### src/hdl/sle_pkg.sv
// Package for the sorted list engine: types, codes and sizes.
package sle_pkg;

   localparam int Capacity = 16;
   localparam int IdxWidth = $clog2(Capacity);
   localparam int CntWidth = $clog2(Capacity + 1);

   typedef enum logic [2:0] {
      ACT_INSERT   = 3'd0,
      ACT_REMOVE   = 3'd1,
      ACT_SEARCH   = 3'd2,
      ACT_DUMP_ASC = 3'd3,
      ACT_DUMP_DSC = 3'd4
   } action_type;

   typedef enum logic [1:0] {
      ST_OK       = 2'd0,
      ST_NOTFOUND = 2'd1,
      ST_FULL     = 2'd2,
      ST_EMPTY    = 2'd3
   } status_type;

   typedef struct packed {
      logic [2:0]         action;
      logic signed [31:0] value;
   } req_type;

   typedef struct packed {
      logic [1:0]         status;
      logic signed [31:0] item_value;
      logic [4:0]         entry_count;
      logic               last;
   } rsp_type;

   typedef enum logic [1:0] {
      S_IDLE,
      S_EXEC,
      S_DUMP,
      S_SEND
   } state_type;

   // controller -> datapath
   typedef struct packed {
      logic latch_req;   // capture request
      logic do_insert;   // commit insert shift
      logic do_remove;   // commit remove shift
      logic dump_start;  // reset dump index
      logic dump_step;   // advance dump index
      logic load_single; // load single result
      logic load_dump;   // load dump result
   } sle_cmd_type;

   // datapath -> controller
   typedef struct packed {
      logic [2:0] action;
      logic       full;
      logic       empty;
      logic       found;
      logic       dump_last;
   } sle_stat_type;

endpackage

### src/hdl/sle_datapath.sv
// Datapath: chain of entry cells, compare vector, dump index and result register.
module sle_datapath (
   input  logic                  clock,
   input  logic                  reset,
   input  sle_pkg::req_type      req_data,
   input  sle_pkg::sle_cmd_type  cmd,
   output sle_pkg::sle_stat_type stat,
   output sle_pkg::rsp_type      rsp_data
);

   logic signed [31:0] cell_ff [sle_pkg::Capacity];
   logic signed [31:0] cell_in [sle_pkg::Capacity];
   logic [sle_pkg::CntWidth-1:0] count_ff, count_in;
   sle_pkg::req_type req_ff;
   logic [sle_pkg::IdxWidth-1:0] didx_ff, didx_in;
   sle_pkg::rsp_type rsp_ff, rsp_in;

   logic [sle_pkg::Capacity-1:0] valid_v, less_v, eq_v, first_eq;

   // per-cell compare, parallel
   always_comb begin
      for (int i = 0; i < sle_pkg::Capacity; i++) begin
         valid_v[i] = (sle_pkg::CntWidth'(i) < count_ff);
         less_v[i]  = valid_v[i] && (cell_ff[i] < req_ff.value);
         eq_v[i]    = valid_v[i] && (cell_ff[i] == req_ff.value);
      end
      first_eq = eq_v & ~(eq_v - 1'b1);
   end

   // shift network: insert at first not-smaller, remove first equal
   always_comb begin
      logic [sle_pkg::Capacity-1:0] after_eq;
      after_eq = ~((first_eq - 1'b1) | first_eq) & ~first_eq;
      for (int i = 0; i < sle_pkg::Capacity; i++) begin
         cell_in[i] = cell_ff[i];
         if (cmd.do_insert && !less_v[i]) begin
            if (i == 0 || less_v[(i == 0) ? 0 : i - 1])
               cell_in[i] = req_ff.value;
            else
               cell_in[i] = cell_ff[(i == 0) ? 0 : i - 1];
         end
         if (cmd.do_remove && (first_eq[i] || after_eq[i]) &&
             i < sle_pkg::Capacity - 1)
            cell_in[i] = cell_ff[(i < sle_pkg::Capacity - 1) ? i + 1 : i];
      end
      count_in = count_ff;
      if (cmd.do_insert) count_in = count_ff + 1'b1;
      if (cmd.do_remove) count_in = count_ff - 1'b1;
   end

   logic [sle_pkg::IdxWidth-1:0] src_idx, last_idx;
   assign last_idx = sle_pkg::IdxWidth'(count_ff - 1'b1);
   assign src_idx  = (req_ff.action == sle_pkg::ACT_DUMP_ASC) ? didx_ff
                                                              : last_idx - didx_ff;

   always_comb begin
      didx_in = didx_ff;
      if (cmd.dump_start) didx_in = '0;
      else if (cmd.dump_step) didx_in = didx_ff + 1'b1;
      rsp_in = rsp_ff;
      rsp_in.entry_count = 5'(count_in);
      if (cmd.load_single) begin
         rsp_in.last = 1'b1;
         rsp_in.item_value = req_ff.value;
         unique case (req_ff.action)
            sle_pkg::ACT_INSERT:
               rsp_in.status = (count_ff == sle_pkg::CntWidth'(sle_pkg::Capacity)) ?
                               sle_pkg::ST_FULL : sle_pkg::ST_OK;
            sle_pkg::ACT_REMOVE, sle_pkg::ACT_SEARCH:
               rsp_in.status = (|eq_v) ? sle_pkg::ST_OK : sle_pkg::ST_NOTFOUND;
            default: begin
               rsp_in.status = sle_pkg::ST_EMPTY;
               rsp_in.item_value = '0;
            end
         endcase
      end else if (cmd.load_dump) begin
         rsp_in.status = sle_pkg::ST_OK;
         rsp_in.item_value = cell_ff[src_idx];
         rsp_in.last = (didx_ff == last_idx);
      end
   end

   always_ff @(posedge clock) begin
      if (reset) begin
         count_ff <= '0;
      end else begin
         count_ff <= count_in;
      end
      for (int i = 0; i < sle_pkg::Capacity; i++) cell_ff[i] <= cell_in[i];
      if (cmd.latch_req) req_ff <= req_data;
      didx_ff <= didx_in;
      rsp_ff <= rsp_in;
   end

   assign stat.action    = req_ff.action;
   assign stat.full      = (count_ff == sle_pkg::CntWidth'(sle_pkg::Capacity));
   assign stat.empty     = (count_ff == '0);
   assign stat.found     = |eq_v;
   assign stat.dump_last = (didx_ff == last_idx);
   assign rsp_data       = rsp_ff;

endmodule

### src/hdl/sle_control.sv
// Controller state machine for the sorted list engine.
module sle_control (
   input  logic                  clock,
   input  logic                  reset,
   input  logic                  req_valid,
   output logic                  req_ready,
   output logic                  rsp_valid,
   input  logic                  rsp_ready,
   input  sle_pkg::sle_stat_type stat,
   output sle_pkg::sle_cmd_type  cmd
);

   sle_pkg::state_type state_ff, state_in;
   logic from_dump_ff, from_dump_in;

   always_ff @(posedge clock) begin
      if (reset) begin
         state_ff     <= sle_pkg::S_IDLE;
         from_dump_ff <= 1'b0;
      end else begin
         state_ff     <= state_in;
         from_dump_ff <= from_dump_in;
      end
   end

   always_comb begin
      state_in     = state_ff;
      from_dump_in = from_dump_ff;
      cmd          = '0;
      req_ready    = 1'b0;
      rsp_valid    = 1'b0;
      unique case (state_ff)
         sle_pkg::S_IDLE: begin
            req_ready = 1'b1;
            if (req_valid) begin
               cmd.latch_req = 1'b1;
               state_in = sle_pkg::S_EXEC;
            end
         end
         sle_pkg::S_EXEC: begin
            from_dump_in = 1'b0;
            unique case (stat.action)
               sle_pkg::ACT_INSERT: begin
                  cmd.do_insert   = !stat.full;
                  cmd.load_single = 1'b1;
                  state_in = sle_pkg::S_SEND;
               end
               sle_pkg::ACT_REMOVE: begin
                  cmd.do_remove   = stat.found;
                  cmd.load_single = 1'b1;
                  state_in = sle_pkg::S_SEND;
               end
               sle_pkg::ACT_SEARCH: begin
                  cmd.load_single = 1'b1;
                  state_in = sle_pkg::S_SEND;
               end
               sle_pkg::ACT_DUMP_ASC, sle_pkg::ACT_DUMP_DSC: begin
                  if (stat.empty) begin
                     cmd.load_single = 1'b1;
                     state_in = sle_pkg::S_SEND;
                  end else begin
                     cmd.dump_start = 1'b1;
                     state_in = sle_pkg::S_DUMP;
                  end
               end
               default: state_in = sle_pkg::S_IDLE;
            endcase
         end
         sle_pkg::S_DUMP: begin
            cmd.load_dump = 1'b1;
            from_dump_in  = !stat.dump_last;
            cmd.dump_step = 1'b1;
            state_in = sle_pkg::S_SEND;
         end
         sle_pkg::S_SEND: begin
            rsp_valid = 1'b1;
            if (rsp_ready)
               state_in = from_dump_ff ? sle_pkg::S_DUMP : sle_pkg::S_IDLE;
         end
         default: state_in = sle_pkg::S_IDLE;
      endcase
   end

   assert property (@(posedge clock) disable iff (reset)
      (cmd.do_insert |-> !stat.full)) else $error("insert into full list");
   assert property (@(posedge clock) disable iff (reset)
      (cmd.do_remove |-> stat.found)) else $error("remove without match");
   assert property (@(posedge clock) disable iff (reset)
      (req_ready |-> !rsp_valid)) else $error("accept during result hold");

endmodule

### src/hdl/sorted_list_engine.sv
// Top level of the sorted list engine.
// Keeps up to sle_pkg::Capacity signed 32-bit values in ascending order in a
// chain of entry cells. Insert, remove and search compare all cells in
// parallel; the execute state commits the shift and registers the result,
// which the send state offers for transfer. A dump emits one result per
// entry, read in the dump state, then transferred in the send state. An
// empty dump gives a single status-3 result. Codes 5 to 7 produce no result.
// Items are taken one at a time; req_ready is high only in the idle state.
module sorted_list_engine (
   input  logic             clock,
   input  logic             reset,
   input  logic             req_valid,
   output logic             req_ready,
   input  sle_pkg::req_type req_data,
   output logic             rsp_valid,
   input  logic             rsp_ready,
   output sle_pkg::rsp_type rsp_data
);

   sle_pkg::sle_cmd_type  cmd;
   sle_pkg::sle_stat_type stat;

   sle_control u_ctrl (
      .clock, .reset, .req_valid, .req_ready, .rsp_valid, .rsp_ready,
      .stat, .cmd
   );

   sle_datapath u_dp (
      .clock, .reset, .req_data, .cmd, .stat, .rsp_data
   );

endmodule

### config.mk
export PLATFORM = sky130hd
export DESIGN_NAME = sorted_list_engine
export DESIGN_NICKNAME = d
export VERILOG_FILES = /design/src/hdl/sle_pkg.sv /design/src/hdl/sle_datapath.sv /design/src/hdl/sle_control.sv /design/src/hdl/sorted_list_engine.sv
export SDC_FILE = /design/constraint.sdc
export NUM_CORES = 2
export LEC_CHECK = 0
export ABC_AREA = 1
export ABC_CLOCK_PERIOD_IN_PS = 7900
export BUFFER_PORTS_ARGS = -buffer_cell sky130_fd_sc_hd__buf_4
export CELL_PAD_IN_SITES_DETAIL_PLACEMENT = 0
export CELL_PAD_IN_SITES_GLOBAL_PLACEMENT = 1
export CORE_MARGIN = 3
export CORE_UTILIZATION = 40
export CTS_BUF_LIST = sky130_fd_sc_hd__clkbuf_8
export DETAILED_ROUTE_END_ITERATION = 16
export PLACE_DENSITY = 0.72
export SETUP_SLACK_MARGIN = 0.05
export SLEW_MARGIN = 20
export SYNTH_ARGS = -nofsm -noshare
export SYNTH_HDL_FRONTEND = slang
export SYNTH_HIERARCHICAL = 1
export SYNTH_SLANG_ARGS = --single-unit
### constraint.sdc
create_clock -name clock -period 7.9 [get_ports clock]
set_clock_uncertainty 0.15 [all_clocks]
set_input_delay 1.58 -clock clock [delete_from_list [all_inputs] [get_ports clock]]
set_output_delay 1.58 -clock clock [all_outputs]
set_load 0.03 [all_outputs]
==> metrics.md <==
| Metric | Value |
|---|---|
| Fillcell total | 12800 |
| Register area share after synthesis | 0.355 |
| Post-route ant nets | 0 |
| Initial Utilization | 0.405 |
| Dpl hpwl | 150000 microns |
| Worst skew pair latency | approximately 870 ps |
| CP arrival | roughly 6600 ps |
| Worst reg-to-reg path cell count | 18 |
| Hold Slack | around 350 ps |
| GRT Util Overall | 0.314 |
| Post-CTS Resized | 0 |
| Drt via density | between 5 and 6 |
| Total gr overflow | 0 |
| Pre-Repair DR Iteration Count | 8 |
| Clk buf depth | 3 |
| Place WS | roughly 1900 ps |
| TritonCTS clock tree | done |
| Setup bufs post-CTS | 0 |
| Status | complete, no violations |
| Hold Path Class | reg2reg |
| Initial antenna violation count | 7 |
| # hold bufs at CTS | 0 |
| Synth Flop Type | edfxtp_1 |
| Syn nets | 7545 |
| Design Power | ~12 mW |
| Max cap viols | 0 |
| Die height | 360 microns |
| First-pass GRT wire length | about 310000 microns |
| Die Area | 130000 sq um |
| Core Rows | between 100 and 150 |
| Crit path max fanout | 52 |
| Worst hold path endpoint | u_dp/rsp_data[0]$_SDFFE_PP1P_ |
| Most frequent cells in the layout | 2515 x nand2_1, 612 x inv_1, 581 x edfxtp_1 |
| RSZ-0062 raised after global routing | no |
| Crit share post-route | 0.786 |
| Clock Sinks | between 500 and 600 |
| Synthesized instance count | approximately 7000 |
| Max_slew headroom | 0.217 |
| Hold Vio Cnt, Final | 0 |
| Power Density | 215 nW/um^2 |
| Mean Syn Cell Area | between 7 and 8 sq um |
| Final core occ | 0.441 |
| Io pins | between 80 and 90 |
| Hold path cells | 2 |
| Setup Viol. Count Final | 0 |
| Core footprint | around 120000 sq um |
| Die W | between 300 and 400 microns |
| P&R area growth vs syn | 9.01% |
| 1st-iter DRT viols | approximately 5600 |
| Maximum vdd drop | a little over 200 uV |
| Critical setup path kind | reg2reg |
| Nets | ~7500 |
| CP Launch Type | register |
| Worst Setup End Kind | register |
| GPL Wtd Cong | between 0.9 and 1 |
| Netlist cell types | 45 |
| Hold Crit Start | u_dp/rsp_data[0]$_SDFFE_PP1P_ |
| Largest cells by area after synthesis | edfxtp_1 35%, nand2_1 19%, ha_1 13%, nand4_1 6.3%, nand3_1 5.5% |
| Largest net degree at the start of global routing | roughly 120 |
| Area leader, netlist | edfxtp_1 |
| Yosys top cell area share | 0.347 |
| Clock buffer count from CTS | about 120 |
| CTS H-tree lvls | 3 |
| Commonest non-fill, non-tap cell in the layout | nand2_1 |
| Layout cells sized above 1 | 0.0659 |
| Vias | 50100 |
| PortBufs | 80 |
| FF-to-FF End | u_dp/cell_ff[11][6]$_DFFE_PP_ |
| Vias in the first global route | between 40000 and 50000 |
| Final wirelength | between 200000 and 250000 microns |
| Clock transition at the registers of the reported paths | around 60 ps |
| Seq cells post-synth | roughly 600 |
| Setup TNS Final | 0 ps |
| Worst R2R Start | u_dp/req_ff[28]$_DFFE_PP_ |
| FFs w/ async S/R, synth | 0 |
| FMAX | around 0.16 GHz |
| Final setup margin | approximately 1700 ps |
| LEAKAGE | about 26 nW |
| Post-Syn Area | around 50000 sq um |
| Drt wl/cell | approximately 24 microns |
| CTS root buffer | clkbuf_8 |
| Slew Limit Fails | 0 |
| Crit path time final | a little over 6000 ps |
| Ys Warns | 6 |
| Critical path required time | 8280 ps |
| Post-synth EDFFs | 581 |
| Drt drc | 0 |
| Slew at the pin closest to its max-slew limit | roughly 1200 ps |
| Reg2reg setup slack | approximately 1700 ps |
==> final cells by class <==
class                      count  area (sq um)  share of cell area
tap                         1637          2050              0.0374
timing repair buffer         244          1890              0.0346
clock buffer                 132          1820              0.0332
antenna                        2          5.00           0.0000914
sequential                   599         17800               0.325
multi-input combinational   5360         28500               0.520
inverter                     597          2250              0.0411
clock inverter                93           435             0.00795
==> cell families (layout without fill, tap and decap cells) <==
| family | after synthesis | after routing | share of synthesized area |
|---|---|---|---|
| AOI/OAI and AO/OA | 941 | 941 | 0.101 |
| xor gates and xnor gates | 7 | 7 | 0.00122 |
| adders and majority gates | 525 | 525 | 0.131 |
| buffers and inverters | 1022 | 1066 | 0.0795 |
| DFF | 599 | 599 | 0.355 |
| other | 0 | 2 | 0 |
| and+or+nand+nor | 3887 | 3887 | 0.333 |
==> metrics by stage <==
stage	cell area, sq um	cells
global route	54700	8663
floorplan	50200	6981
global placement	52500	8437
CTS	54700	8662
finish	54700	8664
detailed placement	52500	8437
==> layer usage <==
layer  track usage  vias to the layer above  routed length [microns]
li1              -                    23700                        -
met1         0.429                    23500                    91000
met2         0.493                     2356                    92200
met3        0.0525                      415                    18000
met4         0.126                        2                     8560
met5             0                        -                       13
==> worst max-delay path: stages, from the launching register on <==
cell,delay [ps]
edfxtp_1,790
inv_1,450
buf_4,350
ha_1,310
nand2_1,70
nor2_1,130
nand2_1,150
nor2_1,370
nand3_1,220
nand3_1,160
nor2_1,130
nand4_1,120
nand3_1,130
nor2_4,250
buf_4,660
nand2_1,110
buf_4,290
nand2_1,600
buf_4,370
==> registers in the layout (all words and copies together) (netlist names) <==
register	flops
u_dp/count_ff	5
u_dp/stat	3
u_dp/rsp_data	40
u_ctrl/state_ff	2
u_dp/didx_ff	4
u_ctrl/from_dump_ff	1
u_dp/req_ff	32
u_dp/cell_ff	512
==> report_power, final <==
group	switching, mW	internal, mW	leakage, nW
Sequential	0.155	3.70	5.42
Clock	1.56	1.59	1.31
Combinational	3.55	1.21	19.1
Total	5.27	6.49	25.9
==> synth_stat cells, types with 64 or more instances <==
| master | instances |
|---|---|
| a21oi_1 | 437 |
| buf_2 | 87 |
| clkbuf_1 | 310 |
| edfxtp_1 | 581 |
| ha_1 | 524 |
| inv_1 | 571 |
| nand2_1 | 2516 |
| nand3_1 | 553 |
| nand4_1 | 508 |
| nor2_1 | 260 |
| o211ai_1 | 64 |
| o21ai_0 | 345 |
==> how the worst max path moves through the flow <==
stage                                    startpoint  depth (start not counted)                       endpoint
after global routing      u_dp/req_ff[28]$_DFFE_PP_                         18  u_dp/cell_ff[11][6]$_DFFE_PP_
after CTS                 u_dp/req_ff[27]$_DFFE_PP_                         18  u_dp/cell_ff[11][6]$_DFFE_PP_
after detailed placement  u_dp/req_ff[25]$_DFFE_PP_                         17  u_dp/cell_ff[11][6]$_DFFE_PP_
final                     u_dp/req_ff[28]$_DFFE_PP_                         18  u_dp/cell_ff[11][6]$_DFFE_PP_
after global placement    u_dp/req_ff[28]$_DFFE_PP_                         18  u_dp/cell_ff[11][6]$_DFFE_PP_
after floorplan           u_dp/req_ff[31]$_DFFE_PP_                         19   u_dp/cell_ff[3][0]$_DFFE_PP_
(Power assumes the default switching activity.)
